File: config.mk
export PLATFORM = sky130hd
export DESIGN_NAME = shbc_queue
export DESIGN_NICKNAME = d
export VERILOG_FILES = /design/src/hdl/shbc_pkg.sv /design/src/hdl/shbc_queue.sv
export SDC_FILE = /design/constraint.sdc
export NUM_CORES = 1
export LEC_CHECK = 0
export BUFFER_PORTS_ARGS = -buffer_cell sky130_fd_sc_hd__buf_2
export CAP_MARGIN = 20
export CORE_ASPECT_RATIO = 0.6
export CORE_MARGIN = 5
export CORE_UTILIZATION = 54
export CTS_BUF_LIST = sky130_fd_sc_hd__clkbuf_8
export DETAILED_ROUTE_END_ITERATION = 8
export PLACE_DENSITY = 0.81
export SLEW_MARGIN = 15
export SYNTH_ARGS = -nofsm -noshare
export SYNTH_HDL_FRONTEND = slang
export SYNTH_SLANG_ARGS = --single-unit
File: constraint.sdc
create_clock -name i_clk -period 4.7 [get_ports i_clk]
set_clock_uncertainty 0.1 [all_clocks]
set_input_delay 1.175 -clock i_clk [delete_from_list [all_inputs] [get_ports i_clk]]
set_output_delay 1.175 -clock i_clk [all_outputs]
set_load 0.02 [all_outputs]
File: src/hdl/shbc_pkg.sv
package shbc_pkg;

    // Table geometry
    localparam int BUCKET_BITS = 16;
    localparam int NUM_SAMPLES = 2;
    localparam int SAMPLE_W    = $clog2(NUM_SAMPLES);
    localparam int ADDR_W      = SAMPLE_W + BUCKET_BITS;
    localparam int TABLE_DEPTH = 2 ** ADDR_W;

    // Field widths
    localparam int HASH_W     = 64;
    localparam int CMD_W      = 1;
    localparam int BKT_FLD_W  = 16;
    localparam int COUNT_W    = 16;
    localparam int TOTAL_W    = 40;
    localparam int SBITS_W    = 6;

    // Sample selection
    localparam logic [SBITS_W-1:0] SBITS_RESET = SBITS_W'(11);
    localparam logic [SBITS_W-1:0] SBITS_MIN   = SBITS_W'(2);
    localparam logic [SBITS_W-1:0] SBITS_MAX   = SBITS_W'(32);
    localparam logic [SBITS_W:0]   SHIFT_TOP0  = (SBITS_W+1)'(63);
    localparam logic [SBITS_W:0]   SHIFT_TOP1  = (SBITS_W+1)'(64);
    localparam logic [HASH_W-1:0]  HASH_ONE    = HASH_W'(1);

    localparam logic [TOTAL_W-1:0] TOTAL_MAX = '1;

    // Command codes
    localparam logic [CMD_W-1:0] CMD_HASH = 1'b0;
    localparam logic [CMD_W-1:0] CMD_READ = 1'b1;

    // What the back end does with a queued request
    typedef enum logic [1:0] {
        OP_SKIP  = 2'd0,
        OP_COUNT = 2'd1,
        OP_READ  = 2'd2
    } t_op_kind;

    typedef struct packed {
        t_op_kind                  kind;
        logic [SAMPLE_W-1:0]       sample;
        logic [BUCKET_BITS-1:0]    bucket;
        logic [TOTAL_W-1:0]        total;
    } t_op;

    typedef struct packed {
        logic full;
        logic empty;
    } t_q_stat;

endpackage

File: src/hdl/shbc_queue.sv
module shbc_queue (
    input  logic               i_clk,
    input  logic               i_rst_n,
    input  logic               i_push,
    input  shbc_pkg::t_op      i_op,
    input  logic               i_pop,
    output shbc_pkg::t_op      o_head,
    output shbc_pkg::t_q_stat  o_stat
);
    import shbc_pkg::*;

    t_op        r_slot [2];
    logic       r_wptr;
    logic       r_rptr;
    logic [1:0] r_cnt;

    assign o_head       = r_slot[r_rptr];
    assign o_stat.full  = (r_cnt == 2'd2);
    assign o_stat.empty = (r_cnt == 2'd0);

    // Hold classified requests in order
    always_ff @(posedge i_clk) begin
        if (i_push) begin
            r_slot[r_wptr] <= i_op;
        end
    end

    // Advance pointers and occupancy
    always_ff @(posedge i_clk) begin
        if (!i_rst_n) begin
            r_wptr <= 1'b0;
            r_rptr <= 1'b0;
            r_cnt  <= 2'd0;
        end else begin
            if (i_push) begin
                r_wptr <= !r_wptr;
            end
            if (i_pop) begin
                r_rptr <= !r_rptr;
            end
            case ({i_push, i_pop})
                2'b10:   r_cnt <= r_cnt + 2'd1;
                2'b01:   r_cnt <= r_cnt - 2'd1;
                default: r_cnt <= r_cnt;
            endcase
        end
    end

endmodule

==> results.md <==
* Status: finished clean
* Post-Route WL at just under 8 mm
* Final hold vios at 0
* Most frequent cells in the layout: buf_2 (123), edfxtp_1 (118), mux2_2 (59)
* Vias in the first global route at 2475
* Setup crit start kind: flop
* Hold bufs inserted after CTS at 0
* H-tree depth at 4
* IR drop worst, VDD at between 0.3 and 0.4 mV
* Seq/Total Area, Yosys at 81.5%
* Synth Net Count at 270
* First-pass GRT wire length at 12.1 mm
* Synth cell types at 17
* Placer congestion estimate at 0.793
* Post-CTS setup buffer count at 0
* Period utilization at 66.7%
* Starting Density at ~56%
* Final net count at 410
* Worst rel slew slack at a little over two fifths
* Most common cell after layout, fill and taps aside: buf_2
* Crit end category: output pin
* Port buffer count at roughly 120
* WL/cell at between 15 and 20 um
* Setup TNS at 0 ns
* DR iter-0 viols at slightly below 100
* Initial antenna violation count at 2
* PD cells at 440 mW/mm^2
* Critical path arrival at between 1.5 and 2 ns
* Remaining antenna violation count after routing at 0
* Num CTS Buffers at 17
* Pin count of the biggest net entering global routing at a little over 60
* Ys Warns at 0
* Worst r2r src: r_wptr
* Post-CTS resize count at 0
* Maxcap violations at 0
* Post-synthesis cell area at approximately 0.0045 mm^2
* Clock Path Buffers at 2
* CORE AREA at about 0.008 mm^2
* Crit path max fanout at 25
* Area delta synth->final at 25.7%
* DR vias/cell at between 4 and 5
* Power, Total at about 2500 uW
* # IOs at about 120
* DRC viols at 0
* Min cycle time layout at 3.14 ns
* CTS Sinks at around 120
* HP Class: flop to flop
* DPL Wire Length at around 5.2 mm
* Overflow after GRT at 0
* Pins Over Slew Limit at 0
* Fill cells at 514
* Clock latency on the worst-skew pair at 0.40 ns
* Avg Inst Size Synth at roughly 22 um^2
* Rows at 25
* Routed vias at ~2300
* RSZ-0062 raised after global routing: no
* Layout cells sized above 1 at approximately 60%
* Number of diodes at 0
* Total Routing Usage GR at between 15 and 20%
* Fmax at ~320 MHz
* Hold Crit Start: r_cnt[1]
* Die area at just over 0.01 mm^2
* Post-Synthesis Cells at around 200
* CTS root buffer: clkbuf_8
* Actual slew at the worst max-slew pin at between 0.8 and 0.9 ns
* Die X at 127 um
* Die height at between 80 and 90 um
* Leakage power at ~0.0022 uW
* Synthesized flop and latch total at approximately 120
* # setup viols final at 0
* Pre-antenna DRT Iters at 4
* CTS tree: yes
* Critical Path RT at about 3.4 ns
* Crit Path Class: flop to output pin
* Clk slew on worst S/H paths at ~0.060 ns
-- where the power goes --
part / switching [uW] / internal (uW) / total [uW]
Combinational: 167 / 119 / 286
Sequential: 17.7 / 1270 / 1280
Clock: 366 / 539 / 905
Total: 551 / 1920 / 2470
-- per-layer routing --
layer / part of all wire, % / vias up / GRT usage (%)
li1: - / 1090 / -
met1: 45 / 1095 / 20.4
met2: 44 / 102 / 24.6
met3: 10 / 8 / 7.44
met4: 0.53 / 4 / 7.07
met5: 0.24 / - / 0
-- registers in the layout (all words and copies together) (netlist names), named ones only --
name	count
r_rptr	1
r_slot	118
r_wptr	1
r_cnt	2
-- through the flow --
step                      area [um^2]  hold WS [ns]  util, %  std cells  worst slack (ns)
after global routing             5620         0.482     70.5        467              1.44
after global placement           5220         0.378     65.5        435              1.92
after floorplan                  4470         0.366        -        206             0.382
after CTS                        5620         0.415     70.5        467              1.50
final                            5620         0.408     70.5        467              1.56
after detailed placement         5220         0.405     65.5        435              1.89
-- final timing paths --
path / slack, ns / cells past startpoint / end
worst max register to register: 2.80 / 2 / r_slot[1][38]
worst min-delay path: 0.41 / 2 / r_cnt[1]
worst max-delay path: 1.56 / 3 / o_head[58]
worst min register to register: 0.41 / 2 / r_cnt[1]
-- cell type report --
cell class,count,area (um^2),share of cell area (%)
Inverter,1,3.75,0.0668
Multi-Input combinational cell,75,786,14.0
Sequential cell,123,3640,64.8
Timing Repair Buffer,128,653,11.6
Tap cell,108,135,2.40
Clock inverter,13,136,2.43
Clock buffer,19,262,4.65
-- cell families (layout without fill, tap and decap cells) --
kind of cell	after synthesis	in the layout	synth area share [%]
flops	123	123	81.5
mux	59	59	14.9
simple gates	9	9	1.20
buf+inv	8	161	1.15
compound gates	3	3	0.448
xor+xnor	3	3	0.588
fa+ha+maj	1	1	0.280
-- critical path, stage by stage, from the launching register on --
cell     delay (ns)
dfxtp_2        0.50
buf_4          0.38
mux2_2         0.40
buf_2          0.16
-- Yosys cell counts (all sizes together) --
master,number,share of area [%]
edfxtp,118,79
mux2,59,15
buf,7,1.1
dfxtp,5,2.2
and2,4,0.56
nor2,2,0.17
xnor2,2,0.39
a21boi,1,0.17
and2b,1,0.20
ha,1,0.28
inv,1,0.084
nor2b,1,0.14
o21a,1,0.17
o21ai,1,0.11
or3,1,0.14
xor2,1,0.20
Power figures use the tool's default switching activity.
