--- config.mk ---
export PLATFORM = sky130hd
export DESIGN_NAME = shbc_front_flat
export DESIGN_NICKNAME = d
export VERILOG_FILES = /design/src/hdl/shbc_pkg.sv /design/src/hdl/shbc_in_if.sv /design/src/hdl/shbc_front.sv /design/src/flat_wrapper.sv
export SDC_FILE = /design/constraint.sdc
export NUM_CORES = 1
export LEC_CHECK = 0
export ABC_AREA = 1
export CAP_MARGIN = 10
export CORE_ASPECT_RATIO = 2
export CORE_MARGIN = 2
export CORE_UTILIZATION = 54
export DETAILED_ROUTE_END_ITERATION = 10
export DONT_BUFFER_PORTS = 1
export HOLD_SLACK_MARGIN = 0.15
export MAX_ROUTING_LAYER = met4
export PLACE_DENSITY = 0.72
export SETUP_SLACK_MARGIN = 0.05
export SYNTH_ARGS = -nofsm -noshare
export SYNTH_HDL_FRONTEND = slang
export SYNTH_SLANG_ARGS = --single-unit
--- constraint.sdc ---
create_clock -name i_clk -period 5.1 [get_ports i_clk]
set_clock_uncertainty 0.1 [all_clocks]
set_input_delay 0.255 -clock i_clk [delete_from_list [all_inputs] [get_ports i_clk]]
set_output_delay 0.255 -clock i_clk [all_outputs]
set_load 0.1 [all_outputs]
--- src/hdl/shbc_pkg.sv ---
package shbc_pkg;

    // Table geometry
    localparam int BUCKET_BITS = 16;
    localparam int NUM_SAMPLES = 2;
    localparam int SAMPLE_W    = $clog2(NUM_SAMPLES);
    localparam int ADDR_W      = SAMPLE_W + BUCKET_BITS;
    localparam int TABLE_DEPTH = 2 ** ADDR_W;

    // Field widths
    localparam int HASH_W     = 64;
    localparam int CMD_W      = 1;
    localparam int BKT_FLD_W  = 16;
    localparam int COUNT_W    = 16;
    localparam int TOTAL_W    = 40;
    localparam int SBITS_W    = 6;

    // Sample selection
    localparam logic [SBITS_W-1:0] SBITS_RESET = SBITS_W'(11);
    localparam logic [SBITS_W-1:0] SBITS_MIN   = SBITS_W'(2);
    localparam logic [SBITS_W-1:0] SBITS_MAX   = SBITS_W'(32);
    localparam logic [SBITS_W:0]   SHIFT_TOP0  = (SBITS_W+1)'(63);
    localparam logic [SBITS_W:0]   SHIFT_TOP1  = (SBITS_W+1)'(64);
    localparam logic [HASH_W-1:0]  HASH_ONE    = HASH_W'(1);

    localparam logic [TOTAL_W-1:0] TOTAL_MAX = '1;

    // Command codes
    localparam logic [CMD_W-1:0] CMD_HASH = 1'b0;
    localparam logic [CMD_W-1:0] CMD_READ = 1'b1;

    // What the back end does with a queued request
    typedef enum logic [1:0] {
        OP_SKIP  = 2'd0,
        OP_COUNT = 2'd1,
        OP_READ  = 2'd2
    } t_op_kind;

    typedef struct packed {
        t_op_kind                  kind;
        logic [SAMPLE_W-1:0]       sample;
        logic [BUCKET_BITS-1:0]    bucket;
        logic [TOTAL_W-1:0]        total;
    } t_op;

    typedef struct packed {
        logic full;
        logic empty;
    } t_q_stat;

endpackage

--- src/hdl/shbc_in_if.sv ---
interface shbc_in_if;
    logic                         valid;
    logic                         ready;
    logic [shbc_pkg::CMD_W-1:0]   cmd;
    logic [shbc_pkg::HASH_W-1:0]  hash_value;
    logic                         read_sample;
    logic [15:0]                  read_bucket;

    modport source (output valid, cmd, hash_value, read_sample, read_bucket, input ready);
    modport sink   (input valid, cmd, hash_value, read_sample, read_bucket, output ready);
endinterface

--- src/hdl/shbc_front.sv ---
module shbc_front (
    input  logic                          i_clk,
    input  logic                          i_rst_n,
    input  logic                          i_cfg_we,
    input  logic [shbc_pkg::SBITS_W-1:0]  i_cfg_wdata,
    input  logic                          i_clearing,
    input  shbc_pkg::t_q_stat             i_q_stat,
    shbc_in_if.sink                       i_in,
    output logic                          o_push,
    output shbc_pkg::t_op                 o_op
);
    import shbc_pkg::*;

    logic [SBITS_W-1:0] r_sbits;
    logic [TOTAL_W-1:0] r_total;
    logic [TOTAL_W-1:0] n_total;
    logic [SBITS_W-1:0] s_eff;
    logic [SBITS_W-1:0] sh0;
    logic [SBITS_W-1:0] sh1;
    logic [HASH_W-1:0]  mask1;
    logic               hit0;
    logic               hit1;
    logic               is_read;

    // Take a request while the queue has room and the table is not being cleared
    assign i_in.ready = !i_q_stat.full && !i_clearing;
    assign o_push     = i_in.valid && i_in.ready;
    assign is_read    = (i_in.cmd == CMD_READ);

    // Clamp the sample width into its legal range
    always_comb begin
        if (r_sbits < SBITS_MIN) begin
            s_eff = SBITS_MIN;
        end else if (r_sbits > SBITS_MAX) begin
            s_eff = SBITS_MAX;
        end else begin
            s_eff = r_sbits;
        end
    end

    // Test the leading hash bits against both sample patterns
    assign sh0   = SBITS_W'(SHIFT_TOP0 - {1'b0, s_eff});
    assign sh1   = SBITS_W'(SHIFT_TOP1 - {1'b0, s_eff});
    assign mask1 = (HASH_ONE << (s_eff - SBITS_W'(1))) - HASH_ONE;
    assign hit0  = ((i_in.hash_value >> sh0) == HASH_ONE);
    assign hit1  = ((i_in.hash_value >> sh1) == mask1);

    // Advance the saturating total on every hash request
    always_comb begin
        n_total = r_total;
        if (o_push && !is_read && (r_total != TOTAL_MAX)) begin
            n_total = r_total + TOTAL_W'(1);
        end
    end

    // Classify the request for the back end
    always_comb begin
        o_op.total = n_total;
        if (is_read) begin
            o_op.kind   = OP_READ;
            o_op.sample = SAMPLE_W'(i_in.read_sample);
            o_op.bucket = BUCKET_BITS'(i_in.read_bucket);
        end else if (hit1) begin
            o_op.kind   = OP_COUNT;
            o_op.sample = SAMPLE_W'(1);
            o_op.bucket = i_in.hash_value[BUCKET_BITS-1:0];
        end else if (hit0) begin
            o_op.kind   = OP_COUNT;
            o_op.sample = SAMPLE_W'(0);
            o_op.bucket = i_in.hash_value[BUCKET_BITS-1:0];
        end else begin
            o_op.kind   = OP_SKIP;
            o_op.sample = '0;
            o_op.bucket = '0;
        end
    end

    always_ff @(posedge i_clk) begin
        if (!i_rst_n) begin
            r_sbits <= SBITS_RESET;
            r_total <= '0;
        end else begin
            if (i_cfg_we) begin
                r_sbits <= i_cfg_wdata;
            end
            r_total <= n_total;
        end
    end

endmodule

--- src/flat_wrapper.sv ---
// flat-port wrapper written by rule: the top's interface ports become plain ports
module shbc_front_flat import shbc_pkg::*;
  (i_clk, i_rst_n, i_cfg_we, i_cfg_wdata, i_clearing, i_q_stat, o_push, o_op, i_in_valid, i_in_cmd, i_in_hash_value, i_in_read_sample, i_in_read_bucket, i_in_ready);
  shbc_in_if i_in_i ();
  input  logic i_clk;
  input  logic i_rst_n;
  input  logic i_cfg_we;
  input  logic [shbc_pkg::SBITS_W-1:0] i_cfg_wdata;
  input  logic i_clearing;
  input  shbc_pkg::t_q_stat i_q_stat;
  output logic o_push;
  output shbc_pkg::t_op o_op;
  input wire logic [$bits(i_in_i.valid)-1:0] i_in_valid;
  input wire logic [$bits(i_in_i.cmd)-1:0] i_in_cmd;
  input wire logic [$bits(i_in_i.hash_value)-1:0] i_in_hash_value;
  input wire logic [$bits(i_in_i.read_sample)-1:0] i_in_read_sample;
  input wire logic [$bits(i_in_i.read_bucket)-1:0] i_in_read_bucket;
  output wire logic [$bits(i_in_i.ready)-1:0] i_in_ready;
  assign i_in_i.valid = i_in_valid;
  assign i_in_i.cmd = i_in_cmd;
  assign i_in_i.hash_value = i_in_hash_value;
  assign i_in_i.read_sample = i_in_read_sample;
  assign i_in_i.read_bucket = i_in_read_bucket;
  assign i_in_ready = i_in_i.ready;
  shbc_front u_core (.i_clk(i_clk), .i_rst_n(i_rst_n), .i_cfg_we(i_cfg_we), .i_cfg_wdata(i_cfg_wdata), .i_clearing(i_clearing), .i_q_stat(i_q_stat), .i_in(i_in_i), .o_push(o_push), .o_op(o_op));
endmodule
==> flow_summary_export.csv, run 1 <==
group,metric,value,unit
run_status,status,"completed",
worst_setup_path,cpPeakStageDelay,350,ps
worst_setup_path,critPathMostFrequentCell,"nand2_1",
final_layout,register_area,922,um^2
routing,viasPerCell,5.67,
timing,finalHoldViolations,0,
yosys,synth_nets,1768,
final_layout,multi_input_area,6730,um^2
die,die_y,181,um
global_route,grt_start_max_net_pins,62,
worst_setup_path,r2r_slack,1070,ps
pwr,power_leakage,4.93,nW
clock_tree,htree_levels,2,
worst_setup_path,crit_slowest_cell,"dfxtp_1",
yosys,synth.distinct_cells,49,
clock_tree,cts_buffer_depth,2,
worst_setup_path,crit_chain,"nor2_1, nand2_2, nand2_1, nand2_1, ha_4, xnor2_4, buf_12, nor2_2, buf_4, o211ai_1, nand2_1, nor2_1, nand2_1, nor2_2, inv_2, nand3_1, nor2_1, nand3_1, nor2_1, nand3_2, nand2_8, nand2_1, nand2_4",
final_layout,drive_gt1_share,10.5,%
run,cap_viol_max_count,0,
routing,wl_per_cell,15.7,um
worst_setup_path,cp.required,4740,ps
die,die_w,92.4,um
timing,rsz0062_at_grt,"no",
timing,tns,0,ps
timing,period_share,95.3,%
final_layout,fin_util,63.3,%
clock_tree,numCtsBuffers,5,
timing,setup_viol,0,
yosys,synthCells,1666,
pwr,vdd_drop_max,0.290,mV
clock_tree,cts_tree,"yes",
placement,port_buffers,0,
yosys,yosysWarningCount,0,
routing,antenna_left,0,
yosys,synth.cell_area,8430,um^2
pwr,p_per_area,247,nW/um^2
global_route,overflow,0,
final_layout,area_growth,14.9,%
placement,routabilityCongestion,1.10,
timing,slew_viol_final,0,
placement,dpl.hpwl,23.6,mm
worst_setup_path,cp-start-kind,"flip-flop",
clock_tree,clock_sinks,46,
worst_setup_path,regToRegStartpoint,"u_core.r_total[21]$_SDFF_PN0_",
timing,relSlewSlack,19.9,%
clock_tree,clk_latency,290,ps
die,num_rows,64,
worst_setup_path,worstPathArrival,4500,ps
worst_setup_path,reg2reg_depth,18,
clock_tree,root_buffer,"clkbuf_16",
die,start_util,55.1,%
min_path,min_from,"i_q_stat[1]",
global_route,antenna_found_initial,1,
global_route,gr-usage-all-layers,35.5,%
worst_setup_path,crit_family,"simple AND/OR/NAND/NOR gates",
die,die-area,16700,um^2
yosys,ys_seq_elements,46,
global_route,grt_pass1_wl,46.8,mm
die,coreArea,15300,um^2
routing,drt_iter0_drc,777,
routing,num_vias,10700,
min_path,hold_class,"primary input to flip-flop",
worst_setup_path,r2r_end,"u_core.r_total[32]$_SDFF_PN0_",
worst_setup_path,critPathMaxFanout,19,
yosys,yosysSeqAreaShare,10.9,%
worst_setup_path,crit_path_end_kind,"primary output",
timing,fmaxAchievable,206,MHz
final_layout,fill_cells,1567,
timing,worst_pin_slew,1200,ps
die,io_pins,156,
worst_setup_path,cp.depth,23,
min_path,holdPathStages,5,
final_layout,final_nets,1780,
routing,wl,29.6,mm
timing,period_minus_slack,4860,ps
clock_tree,clkTransAtPathRegs,60,ps
global_route,grt_pass1_vias,9815,
routing,firstDrtPassIters,7,
worst_setup_path,crit_type,"flip-flop to primary output",
yosys,syn_avg_cell_area,5.06,um^2
worst_setup_path,crit_buf_inv,3,
routing,drc_errors,0,
min_path,whs_endpoint,"u_core.r_total[35]$_SDFF_PN0_",
## worst max path at each step
stage / start / endpoint
finish: u_core.r_sbits[2]$_SDFFE_PN0P_ / o_op[51]
global route: u_core.r_sbits[2]$_SDFFE_PN0P_ / o_op[44]
CTS: u_core.r_sbits[2]$_SDFFE_PN0P_ / o_op[47]
detailed placement: u_core.r_sbits[2]$_SDFFE_PN0P_ / o_op[51]
global placement: u_core.r_sbits[2]$_SDFFE_PN0P_ / o_op[54]
floorplan: u_core.r_sbits[2]$_SDFFE_PN0P_ / o_op[40]
## power by group
group	switching, mW	internal [mW]	total (mW)
Sequential	0.00404	0.363	0.367
Combinational	1.15	0.505	1.66
Clock	0.139	0.231	0.371
Total	1.29	1.10	2.39
## layout make-up
cell class / count / share of cell area, %
Tap cell: 198 / 2.56
Timing Repair Buffer: 85 / 8.50
Clock inverter: 2 / 0.387
Sequential cell: 46 / 9.52
Antenna cell: 1 / 0.0258
Clock buffer: 6 / 1.33
Multi-Input combinational cell: 1330 / 69.5
Inverter: 210 / 8.20
## synthesized netlist by cell type (all sizes together)
| library cell | count | area share, % |
|---|---|---|
| inv | 208 | 9.3 |
| nor3b | 5 | 0.45 |
| o2111ai | 2 | 0.21 |
| o211ai | 32 | 3.1 |
| a21o | 1 | 0.089 |
| nor3 | 25 | 1.5 |
| o21ai | 115 | 6.8 |
| nor2 | 182 | 8.6 |
| xnor2 | 9 | 0.93 |
| nand3 | 241 | 14 |
| xnor3 | 1 | 0.27 |
| dfxtp | 46 | 11 |
| a211oi | 1 | 0.089 |
| a22oi | 1 | 0.089 |
| nand4 | 26 | 1.9 |
| ha | 7 | 1.0 |
| o41ai | 1 | 0.10 |
| nor4 | 10 | 0.74 |
| o311ai | 1 | 0.10 |
| o22ai | 1 | 0.074 |
| and2 | 6 | 0.45 |
| mux2i | 5 | 0.59 |
| o21a | 3 | 0.27 |
| nand3b | 8 | 0.71 |
| clkbuf | 29 | 1.3 |
| clkinv | 2 | 0.089 |
| and3 | 1 | 0.074 |
| buf | 51 | 3.6 |
| a21oi | 17 | 1.0 |
| or2 | 4 | 0.30 |
| o211a | 1 | 0.12 |
| xor2 | 35 | 3.9 |
| a31oi | 8 | 0.59 |
| nand2 | 581 | 26 |
## layout by cell type (no fill, tap or decap), types with 4 or more instances in the layout
cell type      count
and2_1             5
buf_12            10
nand2_4            9
dfxtp_1           45
xor2_2            27
or2_2              4
nand3b_1           8
nand2_8            4
inv_1            202
a21oi_1           17
nor2_2            14
buf_4             62
nand2_1          562
ha_1               5
nor4_1            10
o211ai_2           4
inv_2              4
dlygate4sd3_1      8
nor3_1            23
nand4_1           26
nand3_1          238
mux2i_1            5
clkbuf_16          6
xor2_1             6
nor3b_1            5
a31oi_1            8
nor2_1           165
o211ai_1          28
nand2_2            6
xnor2_1            5
o21ai_0          111
## kinds of logic (layout without fill, tap and decap cells)
family                     count (synthesis)  in the layout  share of synthesized area, %
other                                      0              1                             0
DFF                                       46             46                          10.9
buffers and inverters                    290            303                          14.3
adders and majority gates                  7              7                          1.04
AOI/OAI and AO/OA                        184            184                          12.7
xor gates and xnor gates                  45             45                          5.15
and+or+nand+nor                         1089           1089                          55.4
muxes                                      5              5                         0.593
## worst min-delay path, cell delays in order
cell and delay (ps):
nor4_1 40, nand2_1 60, buf_4 170, nand2_1 90, a21oi_1 130
## sequential cells by signal, summed over array words and instances (netlist names)
| signal | count |
|---|---|
| u_core.r_total | 40 |
| u_core.r_sbits | 6 |
## per-layer routing
| layer | track usage, % | part of all wire (%) | wire length, um |
|---|---|---|---|
| met5 | - | 0 | 0 |
| met4 | 26.1 | 8.1 | 2400 |
| met3 | 5.17 | 5.1 | 1520 |
| met2 | 62.0 | 52 | 15400 |
| met1 | 35.0 | 35 | 10300 |
## metrics by stage
stage	worst slack (ps)	instances	hold slack, ps	power [mW]	area [um^2]
final	240	1878	409	2.39	9690
after global routing	48.2	1878	411	2.59	9690
after CTS	132	1869	391	2.32	9490
after detailed placement	335	1853	245	1.94	9240
after global placement	423	1853	243	1.92	9240
after floorplan	80.0	1666	239	1.58	8500
## what timing repair did
action                                  4_1_cts  5_1_grt
pin swaps                                     0        5
hold buffers                                  8        0
endpoints found under the hold margin         7        0
endpoints found under the setup margin       16       18
buffers inserted                              0        8
resized for setup                             1       26
gates cloned                                  0        0
No activity file was read; power rests on OpenSTA's default activity.
==> inputs of run 2 (changes only) <==
PLACE_DENSITY = 0.66   (was 0.72)
TNS_END_PERCENT = 10   (was unset)
==> run 2 against run 1 <==
  * First-iteration DRC count down 15%
  * Sequential share of layout area decreased by 0.076 points
  * Sequential cell count is the same
  * Worst setup slack improved by 120 ps
  * Largest cell class unchanged
  * Largest power group unchanged
==> flow_summary_export.csv, run 2 (synthesized netlist as in run 1, its figures left out) <==
group,metric,value,unit
routing,antenna_left,0,
final_layout,final_nets,1786,
min_path,hold_class,"primary input to flip-flop",
placement,routabilityCongestion,1.07,
global_route,antenna_found_initial,1,
timing,setup_viol,0,
routing,drt_iter0_drc,659,
routing,firstDrtPassIters,7,
worst_setup_path,critPathMostFrequentCell,"nand2_1",
final_layout,top_regs,"u_core.r_total x40, u_core.r_sbits x6",
clock_tree,cts_buffer_depth,2,
routing,wl,31.1,mm
timing,finalHoldViolations,0,
global_route,grt_pass1_wl,48.3,mm
final_layout,finalInstanceArea,9760,um^2
final_layout,largest_register,"u_core.r_total",
clock_tree,clk_latency,300,ps
timing,slew_viol_final,0,
worst_setup_path,cp.required,4740,ps
min_path,min_from,"i_rst_n",
timing,worst_pin_slew,1210,ps
pwr,power_leakage,4.99,nW
placement,place_area,9330,um^2
clock_tree,root_buffer,"clkbuf_16",
worst_setup_path,crit_path_end_kind,"primary output",
pwr,vdd_drop_max,0.275,mV
die,coreArea,15300,um^2
global_route,grt_start_max_net_pins,88,
timing,period_share,93.0,%
worst_setup_path,worstPathArrival,4390,ps
final_layout,layout.cells.most_common_list,"nand2_1, nand3_1, inv_1",
routing,wl_per_cell,16.5,um
worst_setup_path,crit_slowest_cell,"dfxtp_1",
die,io_pins,156,
timing,tns,0,ps
worst_setup_path,regToRegStartpoint,"u_core.r_total[0]$_SDFF_PN0_",
routing,drc_errors,0,
placement,port_buffers,0,
timing,fmaxAchievable,211,MHz
timing,relSlewSlack,19.2,%
worst_setup_path,cp-startpoint,"u_core.r_sbits[5]$_SDFFE_PN0P_",
clock_tree,htree_levels,2,
die,die_y,181,um
global_route,gr-usage-all-layers,37.4,%
worst_setup_path,critPathMaxFanout,18,
worst_setup_path,crit_type,"flip-flop to primary output",
final_layout,largest_reg_flops,40,
final_layout,area_growth,15.8,%
clock_tree,cts_tree,"yes",
worst_setup_path,crit_family,"simple AND/OR/NAND/NOR gates",
final_layout,layout_commonest_cell,"nand2_1",
placement,dpl.hpwl,25.0,mm
timing,rsz0062_at_grt,"no",
pwr,p_per_area,249,nW/um^2
final_layout,drive_gt1_share,10.9,%
clock_tree,clock_sinks,46,
worst_setup_path,cpPeakStageDelay,390,ps
run_status,status,"completed",
global_route,overflow,0,
timing,period_minus_slack,4740,ps
worst_setup_path,crit_chain,"inv_2, nand2_1, clkinvlp_4, nand4_1, nand2_2, buf_4, nand3_1, nand2_1, nor2_1, nand2_1, nor2_1, nand2_1, nand2_1, nand4_1, nor2_1, nand3_1, nor2_1, nand3_2, nand2_8, nand2_1, nand2_4",
die,die-area,16700,um^2
die,die_w,92.4,um
die,num_rows,64,
clock_tree,numCtsBuffers,5,
worst_setup_path,cp-start-kind,"flip-flop",
worst_setup_path,crit_buf_inv,3,
run,cap_viol_max_count,0,
global_route,grt_pass1_vias,10100,
die,start_util,55.1,%
routing,num_vias,10700,
routing,viasPerCell,5.69,
clock_tree,clkTransAtPathRegs,60,ps
## run 2: cell count changes in the layout (fill, tap and decap cells not counted), sizes merged
cell  previous run  this run
inv            207       208
buf             76        81
## run 2: power breakdown
| group | switching (mW) | internal, mW | total, mW |
|---|---|---|---|
| sequential | 0.00370 | 0.363 | 0.367 |
| combinational | 1.17 | 0.513 | 1.68 |
| clock | 0.153 | 0.232 | 0.385 |
| total | 1.32 | 1.11 | 2.43 |
## run 2: metrics by stage
stage,hold WS (ps),total power [mW],utilization [%],worst slack (ps),std cells
5_1_grt,246,2.63,63.8,18.4,1884
2_1_floorplan,239,1.58,-,30.4,1666
4_1_cts,221,2.35,62.7,96.1,1876
3_5_place_dp,247,1.95,61.0,347,1860
3_3_place_gp,243,1.93,61.0,408,1860
6_report,221,2.43,63.8,359,1884
## run 2: per-layer routing
layer / GRT usage, % / routed length (um) / vias up
met3: 7.34 / 1670 / 192
met5: - / 0 / -
met4: 34.3 / 3470 / 0
met1: 32.0 / 9910 / 4770
li1: - / - / 5366
met2: 66.0 / 16100 / 383
## run 2: layout make-up
class                      count  area, um^2
antenna                        1        2.50
clock buffer                   5         125
clock inverter                 3        43.8
fill                        1606        5530
inverter                     210         798
multi-input combinational   1330        6670
sequential                    46         922
tap                          198         248
timing repair buffer          91         958
## run 2: final timing paths
| check | cells past startpoint | slack (ps) | end |
|---|---|---|---|
| max | 21 | 360 | o_op[47] |
| min | 2 | 220 | u_core.r_total[4]$_SDFF_PN0_ |
| max reg2reg | 18 | 940 | u_core.r_total[27]$_SDFF_PN0_ |
| min reg2reg | 2 | 390 | u_core.r_sbits[0]$_SDFFE_PN1P_ |
## run 2: worst register-to-register path, delay by kind of cell (launching register included)
| family | cells | cell delay (ps) |
|---|---|---|
| xor gates and xnor gates | 1 | 150 |
| adders and majority gates | 1 | 210 |
| buffers and inverters | 4 | 800 |
| DFF | 1 | 330 |
| and+or+nand+nor | 12 | 2520 |
## run 2: repair_timing
item | 4_1_cts | 5_1_grt
buffers inserted | 0 | 6
endpoints found under the hold margin | 7 | 0
pin swaps | 0 | 2
gates cloned | 0 | 1
setup endpoints to repair | 9 | 18
hold buffers | 8 | 0
gates resized for setup | 1 | 24
